## config.mk

```make
export PLATFORM = sky130hd
export DESIGN_NAME = index_free_list_allocator_flat
export DESIGN_NICKNAME = d
export VERILOG_FILES = /design/src/ifla_pkg.sv /design/src/ifla_ifs.sv /design/src/index_free_list_allocator.sv /design/src/ifla_ram.sv /design/src/ifla_ctrl.sv /design/src/ifla_dpath.sv /design/src/flat_wrapper.sv
export SDC_FILE = /design/constraint.sdc
export NUM_CORES = 2
export LEC_CHECK = 0
export BUFFER_PORTS_ARGS = -buffer_cell sky130_fd_sc_hd__buf_2
export CAP_MARGIN = 5
export CORE_ASPECT_RATIO = 1.25
export CORE_MARGIN = 1.5
export CORE_UTILIZATION = 29
export CTS_BUF_LIST = sky130_fd_sc_hd__clkbuf_8 sky130_fd_sc_hd__clkbuf_16
export DETAILED_ROUTE_END_ITERATION = 10
export PLACE_DENSITY = 0.46
export SLEW_MARGIN = 40
export SYNTH_ARGS = -nofsm -noshare
export SYNTH_HDL_FRONTEND = slang
export SYNTH_SLANG_ARGS = --single-unit
export TNS_END_PERCENT = 50
```

## constraint.sdc

```tcl
create_clock -name i_clk -period 5.5 [get_ports i_clk]
set_input_delay 1.1 -clock i_clk [delete_from_list [all_inputs] [get_ports i_clk]]
set_output_delay 1.1 -clock i_clk [all_outputs]
set_load 0.05 [all_outputs]
```

## src/ifla_pkg.sv

```systemverilog
// Package of the index free-list allocator: field widths, null link, command,
// status, controller state and datapath operation codes, and the status and
// control bundles between controller and datapath. Depends on nothing.
`default_nettype none

package ifla_pkg;

    localparam int MAX_INDICES_DEF = 64;

    localparam int CMD_W  = 3;
    localparam int IDX_W  = 6;
    localparam int STAT_W = 2;
    localparam int CNT_W  = 7;
    localparam int LINK_W = 7;

    // Link value that marks the end of a list.
    localparam logic [LINK_W-1:0] NIL_LINK = 7'd127;

    typedef enum logic [CMD_W-1:0] {
        CMD_ALLOC       = 3'd0,
        CMD_RELEASE     = 3'd1,
        CMD_REL_OLDEST  = 3'd2,
        CMD_REL_ALL     = 3'd3,
        CMD_LIST        = 3'd4
    } t_cmd;

    typedef enum logic [STAT_W-1:0] {
        ST_OK          = 2'd0,
        ST_EXHAUSTED   = 2'd1,
        ST_INVALID     = 2'd2,
        ST_NONE_IN_USE = 2'd3
    } t_status;

    typedef enum logic [3:0] {
        S_IDLE,
        S_CHECK,
        S_ALLOC1,
        S_ALLOC2,
        S_ALLOC3,
        S_SRCH,
        S_SRCH_ADV,
        S_OLD_RD,
        S_OLD_CHK,
        S_REL2,
        S_REL3,
        S_REL4,
        S_REL5,
        S_LIST_RD,
        S_LIST_CHK,
        S_EMIT
    } t_state;

    typedef enum logic [4:0] {
        OP_NONE,
        OP_LATCH,
        OP_SET_RES,
        OP_REINIT,
        OP_ALLOC_START,
        OP_ALLOC_W1,
        OP_ALLOC_W2,
        OP_ALLOC_W3,
        OP_WALK_START,
        OP_RD_NODE,
        OP_ADV,
        OP_REL2,
        OP_REL3,
        OP_REL4,
        OP_REL5,
        OP_LIST_RES,
        OP_EMIT
    } t_dp_op;

    typedef struct packed {
        t_dp_op  op;
        t_status res_status;
    } t_dp_ctrl;

    typedef struct packed {
        t_cmd cmd;
        logic pool_full;
        logic used_zero;
        logic head_valid;
        logic node_valid;
        logic node_eq_want;
        logic step_limit;
        logic rd_next_valid;
        logic out_free;
        logic res_last;
    } t_dp_stat;

endpackage

`default_nettype wire

```

## src/ifla_ifs.sv

```systemverilog
// Channel interfaces of the index free-list allocator: command, result and
// configuration write. Each carries valid, ready and its payload.
// Depends on ifla_pkg for the field widths.
`default_nettype none

interface ifla_cmd_if import ifla_pkg::*; ();
    logic              valid;
    logic              ready;
    logic [CMD_W-1:0]  command;
    logic [IDX_W-1:0]  index;

    modport source (output valid, output command, output index, input ready);
    modport sink   (input valid, input command, input index, output ready);
endinterface

interface ifla_res_if import ifla_pkg::*; ();
    logic              valid;
    logic              ready;
    logic [STAT_W-1:0] status;
    logic [IDX_W-1:0]  index_res;
    logic [CNT_W-1:0]  used_count;
    logic              last;

    modport source (output valid, output status, output index_res, output used_count,
                    output last, input ready);
    modport sink   (input valid, input status, input index_res, input used_count,
                    input last, output ready);
endinterface

interface ifla_cfg_if import ifla_pkg::*; ();
    logic              valid;
    logic              ready;
    logic [CNT_W-1:0]  data;

    modport source (output valid, output data, input ready);
    modport sink   (input valid, input data, output ready);
endinterface

`default_nettype wire

```

## src/index_free_list_allocator.sv

```systemverilog
// Top level of the index free-list allocator: controller and datapath joined
// by command and status bundles. Depends on ifla_pkg, ifla_ifs, ifla_ctrl and ifla_dpath.
`default_nettype none

// The block hands out indices 0 to count-1 from a pool and takes them back,
// keeping a free list and a used list as doubly linked lists in two link
// memories (next and prev) of MAX_INDICES entries, each with a registered read
// port and one write port. One command beat is taken at a time; the command
// channel is ready again once the last result beat of the command has been
// loaded into the output register, so a new command can be taken while that
// beat still waits at the output. Every command gives one result beat except
// list, which gives one beat per used index, newest first, with last set on
// the final one. The command channel is ready again in the cycle after the
// final beat is loaded. The single read port of the link memories and its
// registered read put each hop along a list into its own cycle. After reset,
// release all or a count write, the link memories are not swept: per-entry
// valid bits, cleared at once, make unwritten entries read as the rebuilt
// list order, so the block takes commands in the first cycle after reset.
// Count writes are always taken and must only arrive while the block is
// idle; a count of zero acts as one and a count above MAX_INDICES as
// MAX_INDICES. A misused command returns an error status and changes nothing.
module index_free_list_allocator import ifla_pkg::*; #(
    parameter int MAX_INDICES = MAX_INDICES_DEF
) (
    input  wire logic   i_clk,
    input  wire logic   i_rst_n,
    ifla_cmd_if.sink    i_cmd,
    ifla_res_if.source  o_res,
    ifla_cfg_if.sink    i_cfg
);

    t_dp_ctrl dp_ctrl;
    t_dp_stat dp_stat;
    logic     in_ready;

    ifla_ctrl u_ctrl (
        .i_clk      (i_clk),
        .i_rst_n    (i_rst_n),
        .i_in_valid (i_cmd.valid),
        .i_stat     (dp_stat),
        .o_in_ready (in_ready),
        .o_ctrl     (dp_ctrl)
    );

    ifla_dpath #(.MAX_INDICES(MAX_INDICES)) u_dpath (
        .i_clk        (i_clk),
        .i_rst_n      (i_rst_n),
        .i_ctrl       (dp_ctrl),
        .o_stat       (dp_stat),
        .i_command    (i_cmd.command),
        .i_index      (i_cmd.index),
        .i_cfg_we     (i_cfg.valid),
        .i_cfg_data   (i_cfg.data),
        .i_out_ready  (o_res.ready),
        .o_out_valid  (o_res.valid),
        .o_status     (o_res.status),
        .o_index_res  (o_res.index_res),
        .o_used_count (o_res.used_count),
        .o_last       (o_res.last)
    );

    assign i_cmd.ready = in_ready;

    // The count register accepts a write beat in every cycle.
    assign i_cfg.ready = 1'b1;

endmodule

`default_nettype wire

```

## src/ifla_ram.sv

```systemverilog
// Generic single-port-write, single-port-read RAM with registered read data.
// Depends on ifla_pkg for its default sizes.
`default_nettype none

module ifla_ram import ifla_pkg::*; #(
    parameter int WIDTH = LINK_W,
    parameter int DEPTH = MAX_INDICES_DEF
) (
    input  wire logic                     i_clk,
    input  wire logic                     i_we,
    input  wire logic [$clog2(DEPTH)-1:0] i_waddr,
    input  wire logic [WIDTH-1:0]         i_wdata,
    input  wire logic [$clog2(DEPTH)-1:0] i_raddr,
    output      logic [WIDTH-1:0]         o_rdata
);

    logic [WIDTH-1:0] r_mem [DEPTH];
    logic [WIDTH-1:0] r_rdata;

    always_ff @(posedge i_clk) begin
        if (i_we) begin
            r_mem[i_waddr] <= i_wdata;
        end
        r_rdata <= r_mem[i_raddr];
    end

    assign o_rdata = r_rdata;

endmodule

`default_nettype wire

```

## src/ifla_ctrl.sv

```systemverilog
// Controller of the index free-list allocator: the sequencer that walks each
// command through its datapath operations. Depends on ifla_pkg.
`default_nettype none

module ifla_ctrl import ifla_pkg::*; (
    input  wire logic     i_clk,
    input  wire logic     i_rst_n,
    input  wire logic     i_in_valid,
    input  wire t_dp_stat i_stat,
    output      logic     o_in_ready,
    output      t_dp_ctrl o_ctrl
);

    t_state r_state;
    t_state n_state;

    always_ff @(posedge i_clk) begin
        if (!i_rst_n) begin
            r_state <= S_IDLE;
        end else begin
            r_state <= n_state;
        end
    end

    // Next state.
    always_comb begin
        n_state = r_state;
        unique case (r_state)
            S_IDLE: begin
                if (i_in_valid) begin
                    n_state = S_CHECK;
                end
            end
            S_CHECK: begin
                unique case (i_stat.cmd)
                    CMD_ALLOC:      n_state = i_stat.pool_full ? S_EMIT : S_ALLOC1;
                    CMD_RELEASE:    n_state = i_stat.used_zero ? S_EMIT : S_SRCH;
                    CMD_REL_OLDEST: n_state = (i_stat.used_zero || !i_stat.head_valid)
                                              ? S_EMIT : S_OLD_RD;
                    CMD_LIST:       n_state = (i_stat.used_zero || !i_stat.head_valid)
                                              ? S_EMIT : S_LIST_RD;
                    default:        n_state = S_EMIT;
                endcase
            end
            S_ALLOC1:   n_state = S_ALLOC2;
            S_ALLOC2:   n_state = S_ALLOC3;
            S_ALLOC3:   n_state = S_EMIT;
            S_SRCH: begin
                priority if (i_stat.step_limit || !i_stat.node_valid) begin
                    n_state = S_EMIT;
                end else if (i_stat.node_eq_want) begin
                    n_state = S_REL2;
                end else begin
                    n_state = S_SRCH_ADV;
                end
            end
            S_SRCH_ADV: n_state = S_SRCH;
            S_OLD_RD:   n_state = i_stat.step_limit ? S_REL2 : S_OLD_CHK;
            S_OLD_CHK:  n_state = i_stat.rd_next_valid ? S_OLD_RD : S_REL2;
            S_REL2:     n_state = S_REL3;
            S_REL3:     n_state = S_REL4;
            S_REL4:     n_state = S_REL5;
            S_REL5:     n_state = S_EMIT;
            S_LIST_RD:  n_state = S_LIST_CHK;
            S_LIST_CHK: n_state = S_EMIT;
            S_EMIT: begin
                if (i_stat.out_free) begin
                    n_state = i_stat.res_last ? S_IDLE : S_LIST_RD;
                end
            end
            default:    n_state = S_IDLE;
        endcase
    end

    // Outputs.
    always_comb begin
        o_in_ready            = 1'b0;
        o_ctrl.op             = OP_NONE;
        o_ctrl.res_status     = ST_OK;
        unique case (r_state)
            S_IDLE: begin
                o_in_ready = 1'b1;
                o_ctrl.op  = OP_LATCH;
            end
            S_CHECK: begin
                unique case (i_stat.cmd)
                    CMD_ALLOC: begin
                        if (i_stat.pool_full) begin
                            o_ctrl.op         = OP_SET_RES;
                            o_ctrl.res_status = ST_EXHAUSTED;
                        end else begin
                            o_ctrl.op = OP_ALLOC_START;
                        end
                    end
                    CMD_RELEASE: begin
                        if (i_stat.used_zero) begin
                            o_ctrl.op         = OP_SET_RES;
                            o_ctrl.res_status = ST_NONE_IN_USE;
                        end else begin
                            o_ctrl.op = OP_WALK_START;
                        end
                    end
                    CMD_REL_OLDEST, CMD_LIST: begin
                        if (i_stat.used_zero || !i_stat.head_valid) begin
                            o_ctrl.op         = OP_SET_RES;
                            o_ctrl.res_status = ST_NONE_IN_USE;
                        end else begin
                            o_ctrl.op = OP_WALK_START;
                        end
                    end
                    CMD_REL_ALL: o_ctrl.op = OP_REINIT;
                    default: begin
                        o_ctrl.op         = OP_SET_RES;
                        o_ctrl.res_status = ST_OK;
                    end
                endcase
            end
            S_ALLOC1:   o_ctrl.op = OP_ALLOC_W1;
            S_ALLOC2:   o_ctrl.op = OP_ALLOC_W2;
            S_ALLOC3:   o_ctrl.op = OP_ALLOC_W3;
            S_SRCH: begin
                priority if (i_stat.step_limit || !i_stat.node_valid) begin
                    o_ctrl.op         = OP_SET_RES;
                    o_ctrl.res_status = ST_INVALID;
                end else begin
                    o_ctrl.op = OP_RD_NODE;
                end
            end
            S_SRCH_ADV: o_ctrl.op = OP_ADV;
            S_OLD_RD:   o_ctrl.op = OP_RD_NODE;
            S_OLD_CHK:  o_ctrl.op = i_stat.rd_next_valid ? OP_ADV : OP_RD_NODE;
            S_REL2:     o_ctrl.op = OP_REL2;
            S_REL3:     o_ctrl.op = OP_REL3;
            S_REL4:     o_ctrl.op = OP_REL4;
            S_REL5:     o_ctrl.op = OP_REL5;
            S_LIST_RD:  o_ctrl.op = OP_RD_NODE;
            S_LIST_CHK: o_ctrl.op = OP_LIST_RES;
            S_EMIT: begin
                if (i_stat.out_free) begin
                    o_ctrl.op = OP_EMIT;
                end
            end
            default:    o_ctrl.op = OP_NONE;
        endcase
    end

endmodule

`default_nettype wire

```

## src/ifla_dpath.sv

```systemverilog
// Datapath of the index free-list allocator: pool registers, the next and
// prev link memories with their valid bits, walk registers and the result
// register. Depends on ifla_pkg and ifla_ram.
`default_nettype none

module ifla_dpath import ifla_pkg::*; #(
    parameter int MAX_INDICES = MAX_INDICES_DEF
) (
    input  wire logic              i_clk,
    input  wire logic              i_rst_n,
    input  wire t_dp_ctrl          i_ctrl,
    output      t_dp_stat          o_stat,
    input  wire logic [CMD_W-1:0]  i_command,
    input  wire logic [IDX_W-1:0]  i_index,
    input  wire logic              i_cfg_we,
    input  wire logic [CNT_W-1:0]  i_cfg_data,
    input  wire logic              i_out_ready,
    output      logic              o_out_valid,
    output      logic [STAT_W-1:0] o_status,
    output      logic [IDX_W-1:0]  o_index_res,
    output      logic [CNT_W-1:0]  o_used_count,
    output      logic              o_last
);

    localparam int AW = $clog2(MAX_INDICES);
    localparam logic [CNT_W-1:0] MAX_CNT = CNT_W'(MAX_INDICES);

    function automatic logic link_ok(input logic [LINK_W-1:0] l, input logic [CNT_W-1:0] c);
        return l < c;
    endfunction

    function automatic logic [AW-1:0] addr_of(input logic [LINK_W-1:0] l);
        return l[AW-1:0];
    endfunction

    // Link values that an entry holds straight after the lists are rebuilt.
    function automatic logic [LINK_W-1:0] next_rst(input logic [AW-1:0] a,
                                                  input logic [CNT_W-1:0] c);
        logic [CNT_W-1:0] s;
        s = CNT_W'(a) + CNT_W'(1);
        return (s < c) ? LINK_W'(s) : NIL_LINK;
    endfunction

    function automatic logic [LINK_W-1:0] prev_rst(input logic [AW-1:0] a,
                                                  input logic [CNT_W-1:0] c);
        logic [CNT_W-1:0] w;
        w = CNT_W'(a);
        if (w >= c || w == '0) begin
            return NIL_LINK;
        end
        return LINK_W'(w - CNT_W'(1));
    endfunction

    logic [CNT_W-1:0]       r_count;
    logic [LINK_W-1:0]      r_free_head;
    logic [LINK_W-1:0]      r_used_head;
    logic [CNT_W-1:0]       r_used_total;
    logic [MAX_INDICES-1:0] r_nvalid;
    logic [MAX_INDICES-1:0] r_pvalid;
    logic                   r_out_valid;

    logic [CMD_W-1:0]       r_cmd;
    logic [IDX_W-1:0]       r_want;
    logic [LINK_W-1:0]      r_node;
    logic [LINK_W-1:0]      r_nx;
    logic [LINK_W-1:0]      r_pv;
    logic [CNT_W-1:0]       r_steps;
    logic [AW-1:0]          r_rd_addr;
    logic                   r_rd_nv;
    logic                   r_rd_pv;
    t_status                r_res_status;
    logic [IDX_W-1:0]       r_res_idx;
    logic                   r_res_last;
    logic [STAT_W-1:0]      r_out_status;
    logic [IDX_W-1:0]       r_out_idx;
    logic [CNT_W-1:0]       r_out_cnt;
    logic                   r_out_last;

    logic [AW-1:0]          raddr;
    logic                   nram_we;
    logic [AW-1:0]          nram_waddr;
    logic [LINK_W-1:0]      nram_wdata;
    logic [LINK_W-1:0]      nram_q;
    logic                   pram_we;
    logic [AW-1:0]          pram_waddr;
    logic [LINK_W-1:0]      pram_wdata;
    logic [LINK_W-1:0]      pram_q;
    logic [LINK_W-1:0]      rd_next;
    logic [LINK_W-1:0]      rd_prev;
    logic                   raddr_in_pool;
    logic                   list_end;
    logic [CNT_W-1:0]       cfg_cnt;

    ifla_ram #(.WIDTH(LINK_W), .DEPTH(MAX_INDICES)) u_next_ram (
        .i_clk   (i_clk),
        .i_we    (nram_we),
        .i_waddr (nram_waddr),
        .i_wdata (nram_wdata),
        .i_raddr (raddr),
        .o_rdata (nram_q)
    );

    ifla_ram #(.WIDTH(LINK_W), .DEPTH(MAX_INDICES)) u_prev_ram (
        .i_clk   (i_clk),
        .i_we    (pram_we),
        .i_waddr (pram_waddr),
        .i_wdata (pram_wdata),
        .i_raddr (raddr),
        .o_rdata (pram_q)
    );

    // An entry not written since the lists were rebuilt reads as its rebuilt value.
    assign rd_next = r_rd_nv ? nram_q : next_rst(r_rd_addr, r_count);
    assign rd_prev = r_rd_pv ? pram_q : prev_rst(r_rd_addr, r_count);

    assign raddr         = (i_ctrl.op == OP_ALLOC_START) ? addr_of(r_free_head)
                                                         : addr_of(r_node);
    assign raddr_in_pool = CNT_W'(raddr) < MAX_CNT;
    assign list_end      = !link_ok(rd_next, r_count) || (r_steps + CNT_W'(1) >= MAX_CNT);

    assign cfg_cnt = (i_cfg_data == '0)     ? CNT_W'(1) :
                     (i_cfg_data > MAX_CNT) ? MAX_CNT   : i_cfg_data;

    always_comb begin
        nram_we    = 1'b0;
        nram_waddr = addr_of(r_node);
        nram_wdata = NIL_LINK;
        pram_we    = 1'b0;
        pram_waddr = addr_of(r_node);
        pram_wdata = NIL_LINK;
        unique case (i_ctrl.op)
            OP_ALLOC_W1: begin
                pram_we    = link_ok(rd_next, r_count);
                pram_waddr = addr_of(rd_next);
                nram_we    = 1'b1;
                nram_wdata = r_used_head;
            end
            OP_ALLOC_W2: begin
                pram_we = 1'b1;
            end
            OP_ALLOC_W3: begin
                pram_we    = link_ok(r_used_head, r_count);
                pram_waddr = addr_of(r_used_head);
                pram_wdata = r_node;
            end
            OP_REL2: begin
                nram_we    = link_ok(rd_prev, r_count);
                nram_waddr = addr_of(rd_prev);
                nram_wdata = rd_next;
            end
            OP_REL3: begin
                pram_we    = link_ok(r_nx, r_count);
                pram_waddr = addr_of(r_nx);
                pram_wdata = r_pv;
                nram_we    = 1'b1;
                nram_wdata = r_free_head;
            end
            OP_REL4: begin
                pram_we = 1'b1;
            end
            OP_REL5: begin
                pram_we    = link_ok(r_free_head, r_count);
                pram_waddr = addr_of(r_free_head);
                pram_wdata = r_node;
            end
            default: begin
                nram_we = 1'b0;
            end
        endcase
    end

    // Pool state and output valid.
    always_ff @(posedge i_clk) begin
        if (!i_rst_n) begin
            r_count      <= MAX_CNT;
            r_free_head  <= '0;
            r_used_head  <= NIL_LINK;
            r_used_total <= '0;
            r_nvalid     <= '0;
            r_pvalid     <= '0;
            r_out_valid  <= 1'b0;
        end else begin
            if (i_cfg_we || i_ctrl.op == OP_REINIT) begin
                if (i_cfg_we) begin
                    r_count <= cfg_cnt;
                end
                r_free_head  <= '0;
                r_used_head  <= NIL_LINK;
                r_used_total <= '0;
                r_nvalid     <= '0;
                r_pvalid     <= '0;
            end else begin
                unique case (i_ctrl.op)
                    OP_ALLOC_W1: r_free_head <= rd_next;
                    OP_ALLOC_W3: begin
                        r_used_head  <= r_node;
                        r_used_total <= r_used_total + CNT_W'(1);
                    end
                    OP_REL2: begin
                        if (!link_ok(rd_prev, r_count)) begin
                            r_used_head <= rd_next;
                        end
                    end
                    OP_REL5: begin
                        r_free_head <= r_node;
                        if (r_used_total != '0) begin
                            r_used_total <= r_used_total - CNT_W'(1);
                        end
                    end
                    default: begin
                        r_free_head <= r_free_head;
                    end
                endcase
                if (nram_we) begin
                    r_nvalid[nram_waddr] <= 1'b1;
                end
                if (pram_we) begin
                    r_pvalid[pram_waddr] <= 1'b1;
                end
            end
            if (i_ctrl.op == OP_EMIT) begin
                r_out_valid <= 1'b1;
            end else if (i_out_ready) begin
                r_out_valid <= 1'b0;
            end
        end
    end

    // Walk registers, result and output payload.
    always_ff @(posedge i_clk) begin
        r_rd_addr <= raddr;
        r_rd_nv   <= raddr_in_pool && r_nvalid[raddr];
        r_rd_pv   <= raddr_in_pool && r_pvalid[raddr];
        unique case (i_ctrl.op)
            OP_LATCH: begin
                r_cmd  <= i_command;
                r_want <= i_index;
            end
            OP_SET_RES: begin
                r_res_status <= i_ctrl.res_status;
                r_res_idx    <= '0;
                r_res_last   <= 1'b1;
            end
            OP_REINIT: begin
                r_res_status <= ST_OK;
                r_res_idx    <= '0;
                r_res_last   <= 1'b1;
            end
            OP_ALLOC_START: r_node <= r_free_head;
            OP_WALK_START: begin
                r_node  <= r_used_head;
                r_steps <= '0;
            end
            OP_ADV: begin
                r_node  <= rd_next;
                r_steps <= r_steps + CNT_W'(1);
            end
            OP_REL2: begin
                r_pv <= rd_prev;
                r_nx <= rd_next;
            end
            OP_ALLOC_W3, OP_REL5: begin
                r_res_status <= ST_OK;
                r_res_idx    <= r_node[IDX_W-1:0];
                r_res_last   <= 1'b1;
            end
            OP_LIST_RES: begin
                r_nx         <= rd_next;
                r_res_status <= ST_OK;
                r_res_idx    <= r_node[IDX_W-1:0];
                r_res_last   <= list_end;
            end
            OP_EMIT: begin
                r_out_status <= r_res_status;
                r_out_idx    <= r_res_idx;
                r_out_cnt    <= r_used_total;
                r_out_last   <= r_res_last;
                if (!r_res_last) begin
                    r_node  <= r_nx;
                    r_steps <= r_steps + CNT_W'(1);
                end
            end
            default: begin
                r_cmd <= r_cmd;
            end
        endcase
    end

    assign o_stat.cmd           = t_cmd'(r_cmd);
    assign o_stat.pool_full     = (r_used_total >= r_count) || !link_ok(r_free_head, r_count);
    assign o_stat.used_zero     = (r_used_total == '0);
    assign o_stat.head_valid    = link_ok(r_used_head, r_count);
    assign o_stat.node_valid    = link_ok(r_node, r_count);
    assign o_stat.node_eq_want  = (r_node == LINK_W'(r_want));
    assign o_stat.step_limit    = (r_steps >= MAX_CNT);
    assign o_stat.rd_next_valid = link_ok(rd_next, r_count);
    assign o_stat.out_free      = !r_out_valid || i_out_ready;
    assign o_stat.res_last      = r_res_last;

    assign o_out_valid  = r_out_valid;
    assign o_status     = r_out_status;
    assign o_index_res  = r_out_idx;
    assign o_used_count = r_out_cnt;
    assign o_last       = r_out_last;

endmodule

`default_nettype wire

```

## src/flat_wrapper.sv

```systemverilog
// flat-port wrapper written by rule: the top's interface ports become plain ports
module index_free_list_allocator_flat import ifla_pkg::*;
#(
    parameter int MAX_INDICES = MAX_INDICES_DEF
)
  (i_clk, i_rst_n, i_cmd_valid, i_cmd_command, i_cmd_index, i_cmd_ready, o_res_valid, o_res_status, o_res_index_res, o_res_used_count, o_res_last, o_res_ready, i_cfg_valid, i_cfg_data, i_cfg_ready);
  ifla_cmd_if i_cmd_i ();
  ifla_res_if o_res_i ();
  ifla_cfg_if i_cfg_i ();
  input  wire logic i_clk;
  input  wire logic i_rst_n;
  input wire logic [$bits(i_cmd_i.valid)-1:0] i_cmd_valid;
  input wire logic [$bits(i_cmd_i.command)-1:0] i_cmd_command;
  input wire logic [$bits(i_cmd_i.index)-1:0] i_cmd_index;
  output wire logic [$bits(i_cmd_i.ready)-1:0] i_cmd_ready;
  output wire logic [$bits(o_res_i.valid)-1:0] o_res_valid;
  output wire logic [$bits(o_res_i.status)-1:0] o_res_status;
  output wire logic [$bits(o_res_i.index_res)-1:0] o_res_index_res;
  output wire logic [$bits(o_res_i.used_count)-1:0] o_res_used_count;
  output wire logic [$bits(o_res_i.last)-1:0] o_res_last;
  input wire logic [$bits(o_res_i.ready)-1:0] o_res_ready;
  input wire logic [$bits(i_cfg_i.valid)-1:0] i_cfg_valid;
  input wire logic [$bits(i_cfg_i.data)-1:0] i_cfg_data;
  output wire logic [$bits(i_cfg_i.ready)-1:0] i_cfg_ready;
  assign i_cmd_i.valid = i_cmd_valid;
  assign i_cmd_i.command = i_cmd_command;
  assign i_cmd_i.index = i_cmd_index;
  assign i_cmd_ready = i_cmd_i.ready;
  assign o_res_valid = o_res_i.valid;
  assign o_res_status = o_res_i.status;
  assign o_res_index_res = o_res_i.index_res;
  assign o_res_used_count = o_res_i.used_count;
  assign o_res_last = o_res_i.last;
  assign o_res_i.ready = o_res_ready;
  assign i_cfg_i.valid = i_cfg_valid;
  assign i_cfg_i.data = i_cfg_data;
  assign i_cfg_ready = i_cfg_i.ready;
  index_free_list_allocator #(.MAX_INDICES(MAX_INDICES)) u_core (.i_clk(i_clk), .i_rst_n(i_rst_n), .i_cmd(i_cmd_i), .o_res(o_res_i), .i_cfg(i_cfg_i));
endmodule
```

# Word-level counts from Yosys, hierarchy flattened

Memories as Yosys holds them, arrays and structs flattened. A register that Yosys moved wholly into a read port is not among the register bits.
Index checks and enable logic that the tools add are counted.

Flip-flop bits (word level): 231
Bits in writable memories: 896
Memories kept: 2

Memories:

| name                            | depth | width | read ports | clocked after Yosys merged registers in | write ports | RTL line       | source |
|---|---|---|---|---|---|---|---|
| u_core.u_dpath.u_next_ram.r_mem | 64    | 7     | 1          | 1                                       | 1           | ifla_ram.sv:17 | `logic [WIDTH-1:0] r_mem [DEPTH];` |
| u_core.u_dpath.u_prev_ram.r_mem | 64    | 7     | 1          | 1                                       | 1           | ifla_ram.sv:17 |  |

Equality and inequality tests: 40
Bitwise logic cells: 3
Reductions and logical operators: 47
$lt $le $gt $ge: 17
Multiplexer cells: 69
Add/subtract/negate cells: 5

Operators with widths:

| cell                  | count |
|---|---|
| $or A64 B64 Y64       | 2 |
| $mux W7               | 11 |
| $pmux W5 S15          | 1 |
| $pmux W4 S14          | 1 |
| $pmux W7 S2           | 4 |
| $lt A7 B7 Y1          | 7 |
| $mux W4               | 12 |
| $pmux W7 S3           | 2 |
| $eq A5 B4 Y1 const B  | 7 |
| $eq A4 B4 Y1 const B  | 8 |
| $pmux W4 S4           | 2 |
| $pmux W7 S4           | 1 |
| $pmux W6 S4           | 1 |
| $lt A6 B7 Y1 const B  | 3 |
| $eq A5 B3 Y1 const B  | 4 |
| $eq A4 B3 Y1 const B  | 4 |
| $reduce_or A2 Y1      | 8 |
| $add A7 B1 Y7 const B | 2 |
| $ge A7 B7 Y1 const B  | 2 |
| $logic_not A7 Y1      | 2 |
| $mux W1               | 14 |
| $reduce_bool A2 Y1    | 7 |
| $bmux W1 S6           | 2 |
| $demux W1 S6          | 2 |
| other kinds (40)      | 72 |

# Logic depth before layout (Yosys ltp)

Depth in word-level cells: 14
Gate-level depth with buffers: 31
Gate-level depth less buffers: 30

# Cells and area by module

A second synthesis with hierarchy kept.

Cell total of the unflattened synthesis: 3009
Area total of the unflattened synthesis: 48168.7 um^2

Modules (own cells, without submodules):

| module                    | area an instance (um^2) | cells each | seq. area each (um^2) | instances |
|---|---|---|---|---|
| ifla_ram                  | 17635.7                 | 827        | 13593.0               | 2 |
| ifla_dpath                | 12101.6                 | 1239       | 5165.0                | 1 |
| ifla_ctrl                 | 784.5                   | 114        | 80.1                  | 1 |
| index_free_list_allocator | 11.3                    | 2          | 0.0                   | 1 |

# Worst setup path after synthesis

No wires, ideal clock.

Kind: register -> register
From: reg u_core.u_dpath.r_rd_addr[0]
To: mem u_core.u_dpath.u_prev_ram.r_mem[51][0] (netlist name) (enable)
Library setup time: 380 ps
Stages on the path, launching flop included: 24
Arrival: 5666 ps
Setup slack: -547 ps
Buffers on the path: 1
Path through: dfxtp_1 ha_1 nand3_1 xnor2_1 ha_1 a21o_1 a21oi_1 inv_1 o21ai_0 nand2_1 o22ai_1 inv_1 ha_1 a21o_1 a21o_1 a211oi_1 o221ai_1 a31o_2 or3_4 buf_6 or4b_1 o21ai_2 nand2_1 nor3_1

Word-level cells in the longest chain between the ends: 12
Elaborated cells between the ends (all ways): 18
Classes of those cells: 1 x add/sub; 2 x order compare; 6 x eq/ne; 8 x mux; 1 x reduce/logical

Ends and longest elaborated chain:

| item                                         | RTL line          | source |
|---|---|---|
| start, declared                              | ifla_dpath.sv:68  | `logic [AW-1:0] r_rd_addr;` |
| start signal, assigned                       | ifla_dpath.sv:231 | `r_rd_addr <= raddr;` |
| $add A6 B1 Y7 (*)                            | ifla_dpath.sv:40  | `s = CNT_W'(a) + CNT_W'(1);` |
| $lt A7 B7 Y1                                 | ifla_dpath.sv:41  | `return (s < c) ? LINK_W'(s) : NIL_LINK;` |
| $mux W7 (*)                                  | ifla_dpath.sv:41  |  |
| $mux W7 (*)                                  | ifla_dpath.sv:113 | `assign rd_next = r_rd_nv ? nram_q : next_rst(r_rd_addr, r_count);` |
| net u_core.u_dpath.rd_next[4]                | ifla_dpath.sv:88  | `logic [LINK_W-1:0] rd_next;` |
| $lt A7 B7 Y1                                 | ifla_dpath.sv:29  | `return l < c;` |
| $mux W2                                      | ifla_ctrl.sv:131  | `S_OLD_CHK: o_ctrl.op = i_stat.rd_next_valid ? OP_ADV : OP_RD_NODE;` |
| $pmux W5 S15                                 | ifla_ctrl.sv:80   | `unique case (r_state)` |
| $eq A5 B4 Y1 or $eq A5 B3 Y1 (tied branches) | ifla_dpath.sv:131 | `unique case (i_ctrl.op)` |
| $reduce_or A2 Y1 (no line)                   | -                 |  |
| $pmux W1 S5                                  | ifla_dpath.sv:131 |  |
| $mux W1                                      | ifla_ram.sv:21    | `if (i_we) begin` |
| $mux W1 (implied by the code)                | ifla_ram.sv:22    | `r_mem[i_waddr] <= i_wdata;` |
| end, declared                                | ifla_ram.sv:17    |  |

Mark *: on every way through the listed nets, which the timed path passes. The rest lies on a longest branch.

# Final worst setup path

From: reg u_core.u_dpath.r_rd_addr[1]
To: mem u_core.u_dpath.u_prev_ram.r_mem[25][5] (netlist name) (enable)

The elaborated chain is that of the path after synthesis.

==> flow_summary.yaml <==
status:
  run_status: "complete, no violations"
finish:
  areaGrowthSynthToFinish_pct: 20.2
  layout_commonest_cell: "sky130_fd_sc_hd__nand2_1"
  regArea_mm2: 0.0324
  drive_gt1_frac: 0.158
  cell_count_final_fillers_out: 6695
  post_layout_instance_area_mm2: 0.0578
  multiInputGateArea_mm2: 0.0150
  layout.cells.most_common_list: "1,025 x sky130_fd_sc_hd__nand2_1, 958 x sky130_fd_sc_hd__edfxtp_1, 351 x sky130_fd_sc_hd__nand3_1, 309 x sky130_fd_sc_hd__buf_4, 193 x sky130_fd_sc_hd__a21oi_1"
  design.final.nets: 4500
  n_fill_cell: 16348
power:
  cell_internal_pwr_mw: 17.2
  clkPwrFrac: 0.315
  power_per_cell_area_mw_per_mm2: 444
  max_ir_drop_vdd_mv: 0.254
  cellLeakagePower_nw: 19.9
  power.sequential.fraction: 0.421
  netSwitchingPower_mw: 8.41
  power.share.switching: 0.328
  combPwrFrac: 0.264
critical_path:
  worst_path_most_repeated_cell: "sky130_fd_sc_hd__a21o_1"
  cp.depth: 25
  crit_path_end_kind: "flop"
  critPathLaunch: "u_core.u_dpath.r_rd_addr[1]"
  worst_reg_to_reg_setup_slack_ns: 0.20
  worstSetupEndpoint: "u_core.u_dpath.u_prev_ram.r_mem[25][5]"
  timing.critical_path.slowest_stage_cell: "sky130_fd_sc_hd__or4_4"
  critical_path.top_delay_family: "compound AO/OA/AOI/OAI gates"
  reg2reg_to: "u_core.u_dpath.u_prev_ram.r_mem[25][5]"
  timing.critical_path.from_type: "flop"
  critical_path.n_buffers_inverters: 5
  max_stage_delay_ns: 0.55
  worstReg2RegStart: "u_core.u_dpath.r_rd_addr[1]"
  worst_ep_arrival_time_ns: 5.73
  critical_path_class: "flop to flop"
  worst_r2r_path_depth: 25
  cp.required_ns: 5.93
  critical_path_peak_fanout: 8
logic_synthesis:
  synth_sequential_area_ratio: 0.675
  post_synth_main_area_contributors: "sky130_fd_sc_hd__edfxtp_1 60%, sky130_fd_sc_hd__nand2_1 8.1%, sky130_fd_sc_hd__dfxtp_1 7.6%, sky130_fd_sc_hd__nand3_1 3.7%, sky130_fd_sc_hd__a21oi_1 2.1%"
  synth_enable_flop_cells: 958
  synth_cell_type_count: 87
  synth_warn: 0
  postSynthCellCount: 4143
  synth_ff_type: "sky130_fd_sc_hd__edfxtp_1"
  yosys.area.top_type_share: 0.598
  async_reset_ff_frac: 0
  synthesized_net_count: 4230
  netlist.top_cell.by_area: "sky130_fd_sc_hd__edfxtp_1"
  post_synth_instance_area_mm2: 0.0481
  postSynthRegisterBits: 1141
  synth_area_per_cell_um2: 11.6
sta:
  fin_crit_sh: 0.963
  setup_repair_after_global_routing_missed_its_margin: "yes"
  tns_ns: 0
  final_max_slew_viol_count: 0
  fmax_mhz: 189
  setup_failing_eps_final: 0
  worst_slew_pin_slew_ns: 0.864
  slew_headroom: 0.424
  finalCriticalPeriod_ns: 5.30
  hold_viol: 0
  worst_clock_skew_ns: 0.0353
worst_hold_path:
  worstHoldPathType: "flop to flop"
clock_network:
  tritoncts_clock_tree: "done"
  cts_max_path_buffers: 3
  clockRootBuffer: "sky130_fd_sc_hd__clkbuf_16"
  cts-hold-fix-buffers: 0
  clk_latency_ns: 0.74
  cts.reportedPaths.clkPinSlew_ns: 0.06
  number_of_h_tree_levels: 3
  cts_sinks: 1141
  cts-buffers-inserted: 111
route:
  wl_um: 158000
  firstDrtPassIters: 8
  route.detailed.drc: 0
  detail-route-antenna-nets: 0
  avgRoutedWirePerCell_um: 23.6
  first_iter_violations: 2882
  vias_per_cell: 5.08
  via_count: 34043
grt:
  grt_pass1_vias: 33730
  grt_antenna_before_repair: 1
  globalRoute.totalOverflow: 0
  all_layer_gr_usage: 0.185
  grt_first_pass_wirelength_um: 231000
  grt_max_degree: 153
place:
  place.port_buffers: 38
  dp.final_hpwl_um: 103000
  gp_congestion: 0.879
  placedInstanceArea_mm2: 0.0536
  place.detailed.instances: 6476
floorplan:
  core-area_mm2: 0.164
  die_width_um: 367
  initial_utilization: 0.293
  io_pins: 40
  die_h_um: 458
  core.rowCount: 166
  fp.dieArea_mm2: 0.168
run:
  timing.max_cap.violations: 0
-- worst reg2reg max path, cell delays in order, from the launching register on --
cell and delay (ns):
sky130_fd_sc_hd__dfxtp_4 0.37, sky130_fd_sc_hd__ha_4 0.13, sky130_fd_sc_hd__nand3_2 0.08, sky130_fd_sc_hd__xnor2_2 0.16, sky130_fd_sc_hd__ha_1 0.30, sky130_fd_sc_hd__a21o_1 0.17, sky130_fd_sc_hd__a21oi_2 0.15, sky130_fd_sc_hd__inv_1 0.06
sky130_fd_sc_hd__o21ai_2 0.16, sky130_fd_sc_hd__nand2_2 0.14, sky130_fd_sc_hd__o22ai_4 0.15, sky130_fd_sc_hd__inv_2 0.06, sky130_fd_sc_hd__ha_1 0.29, sky130_fd_sc_hd__a21o_1 0.16, sky130_fd_sc_hd__a21o_1 0.18, sky130_fd_sc_hd__a211oi_2 0.17
sky130_fd_sc_hd__buf_4 0.17, sky130_fd_sc_hd__o221ai_2 0.13, sky130_fd_sc_hd__a31o_4 0.26, sky130_fd_sc_hd__or3_4 0.40, sky130_fd_sc_hd__or4_4 0.55, sky130_fd_sc_hd__o31ai_4 0.14, sky130_fd_sc_hd__nand3_4 0.17, sky130_fd_sc_hd__buf_6 0.17
sky130_fd_sc_hd__nor2_1 0.10, sky130_fd_sc_hd__buf_4 0.17
-- layer usage --
metal,routed length (µm),vias to the layer above,track usage
met5,0,-,0
met4,5600,0,0.0720
met3,7280,265,0.0202
met2,78600,997,0.320
met1,66700,17063,0.236
li1,-,15718,-
-- cell families (layout without fill, tap and decap cells) --
| family | Yosys count | after routing | share of synthesized area |
|---|---|---|---|
| AO/OA/AOI/OAI | 666 | 666 | 0.0908 |
| XOR/XNOR | 26 | 26 | 0.00474 |
| adder cells (fa/ha/maj) | 66 | 66 | 0.0173 |
| buffers and inverters | 295 | 660 | 0.0239 |
| flip-flops | 1141 | 1141 | 0.675 |
| multiplexers | 103 | 103 | 0.0216 |
| other | 1 | 4 | 0.0000780 |
| AND/OR/NAND/NOR | 1845 | 1845 | 0.167 |
-- power by group through the flow --
stage	clock, mW	sequential, mW	combinational, mW
after global routing	8.55	10.8	7.23
final	8.08	10.8	6.77
after floorplan	0	11.0	3.17
after global placement	0	11.0	6.61
after CTS	8.25	10.8	6.67
after detailed placement	0	11.0	6.61
-- synth_stat cells (22+ instances only) --
| master | count |
|---|---|
| sky130_fd_sc_hd__a21oi_1 | 197 |
| sky130_fd_sc_hd__a22o_1 | 58 |
| sky130_fd_sc_hd__a31oi_1 | 44 |
| sky130_fd_sc_hd__a32oi_1 | 81 |
| sky130_fd_sc_hd__buf_2 | 22 |
| sky130_fd_sc_hd__clkbuf_1 | 207 |
| sky130_fd_sc_hd__dfxtp_1 | 183 |
| sky130_fd_sc_hd__edfxtp_1 | 958 |
| sky130_fd_sc_hd__ha_1 | 65 |
| sky130_fd_sc_hd__inv_1 | 39 |
| sky130_fd_sc_hd__mux2i_1 | 98 |
| sky130_fd_sc_hd__nand2_1 | 1036 |
| sky130_fd_sc_hd__nand3_1 | 354 |
| sky130_fd_sc_hd__nand4_1 | 57 |
| sky130_fd_sc_hd__nor2_1 | 206 |
| sky130_fd_sc_hd__nor3_1 | 53 |
| sky130_fd_sc_hd__o21ai_0 | 130 |
-- timing repair --
item | in CTS | in global routing
setup buffers | 0 | 6
cloned | 0 | 1
resized for setup | 21 | 51
setup endpoints to repair | 321 | 969
pin swaps | 4 | 11
-- flip-flops by register name, summed over array words and instances, names as in the netlist, 4 cells and up --
name and cells:
u_core.u_dpath.u_next_ram.r_mem 448, u_core.u_dpath.u_prev_ram.r_mem 448, u_core.u_dpath.r_nvalid 64, u_core.u_dpath.r_pvalid 64, u_core.u_dpath.o_used_count 7, u_core.u_dpath.r_count 7, u_core.u_dpath.r_free_head 7, u_core.u_dpath.r_node 7
u_core.u_dpath.r_nx 7, u_core.u_dpath.r_pv 7, u_core.u_dpath.r_steps 7, u_core.u_dpath.r_used_head 7, u_core.u_dpath.r_used_total 7, u_core.u_dpath.u_next_ram.o_rdata 7, u_core.u_dpath.u_prev_ram.o_rdata 7, u_core.u_dpath.o_index_res 6
u_core.u_dpath.r_rd_addr 6, u_core.u_dpath.r_res_idx 6, u_core.u_dpath.r_want 6, u_core.u_ctrl.r_state 4
-- how the worst min path moves through the flow --
stage | from | end | cells past startpoint
3_3_place_gp | u_core.u_dpath.r_res_idx[1] | u_core.u_dpath.o_index_res[1] | 0
4_1_cts | u_core.u_dpath.r_res_idx[3] | u_core.u_dpath.o_index_res[3] | 0
2_1_floorplan | u_core.u_dpath.r_res_idx[0] | u_core.u_dpath.o_index_res[0] | 0
3_5_place_dp | u_core.u_dpath.r_res_idx[5] | u_core.u_dpath.o_index_res[5] | 0
5_1_grt | u_core.u_dpath.r_res_idx[3] | u_core.u_dpath.o_index_res[3] | 0
6_report | u_core.u_dpath.r_res_idx[3] | u_core.u_dpath.o_index_res[3] | 0
-- per-stage QoR --
step	total power [mW]	hold WS [ns]	utilization	setup slack [ns]
floorplan	14.1	0.400	-	-0.0675
CTS	25.7	0.424	0.350	0.0155
finish	25.6	0.422	0.352	0.203
detailed placement	17.6	0.408	0.327	-0.201
global route	26.6	0.430	0.352	-0.0295
global placement	17.6	0.406	0.326	-0.163
-- layout make-up --
| cell class | instances | area share |
|---|---|---|
| sequential | 1141 | 0.561 |
| multi-input combinational | 2707 | 0.260 |
| timing repair buffer | 408 | 0.0619 |
| clock buffer | 124 | 0.0521 |
| tap | 2184 | 0.0473 |
| clock inverter | 84 | 0.0142 |
| inverter | 44 | 0.00316 |
| antenna | 3 | 0.000130 |
Power figures use the tool's default switching activity.
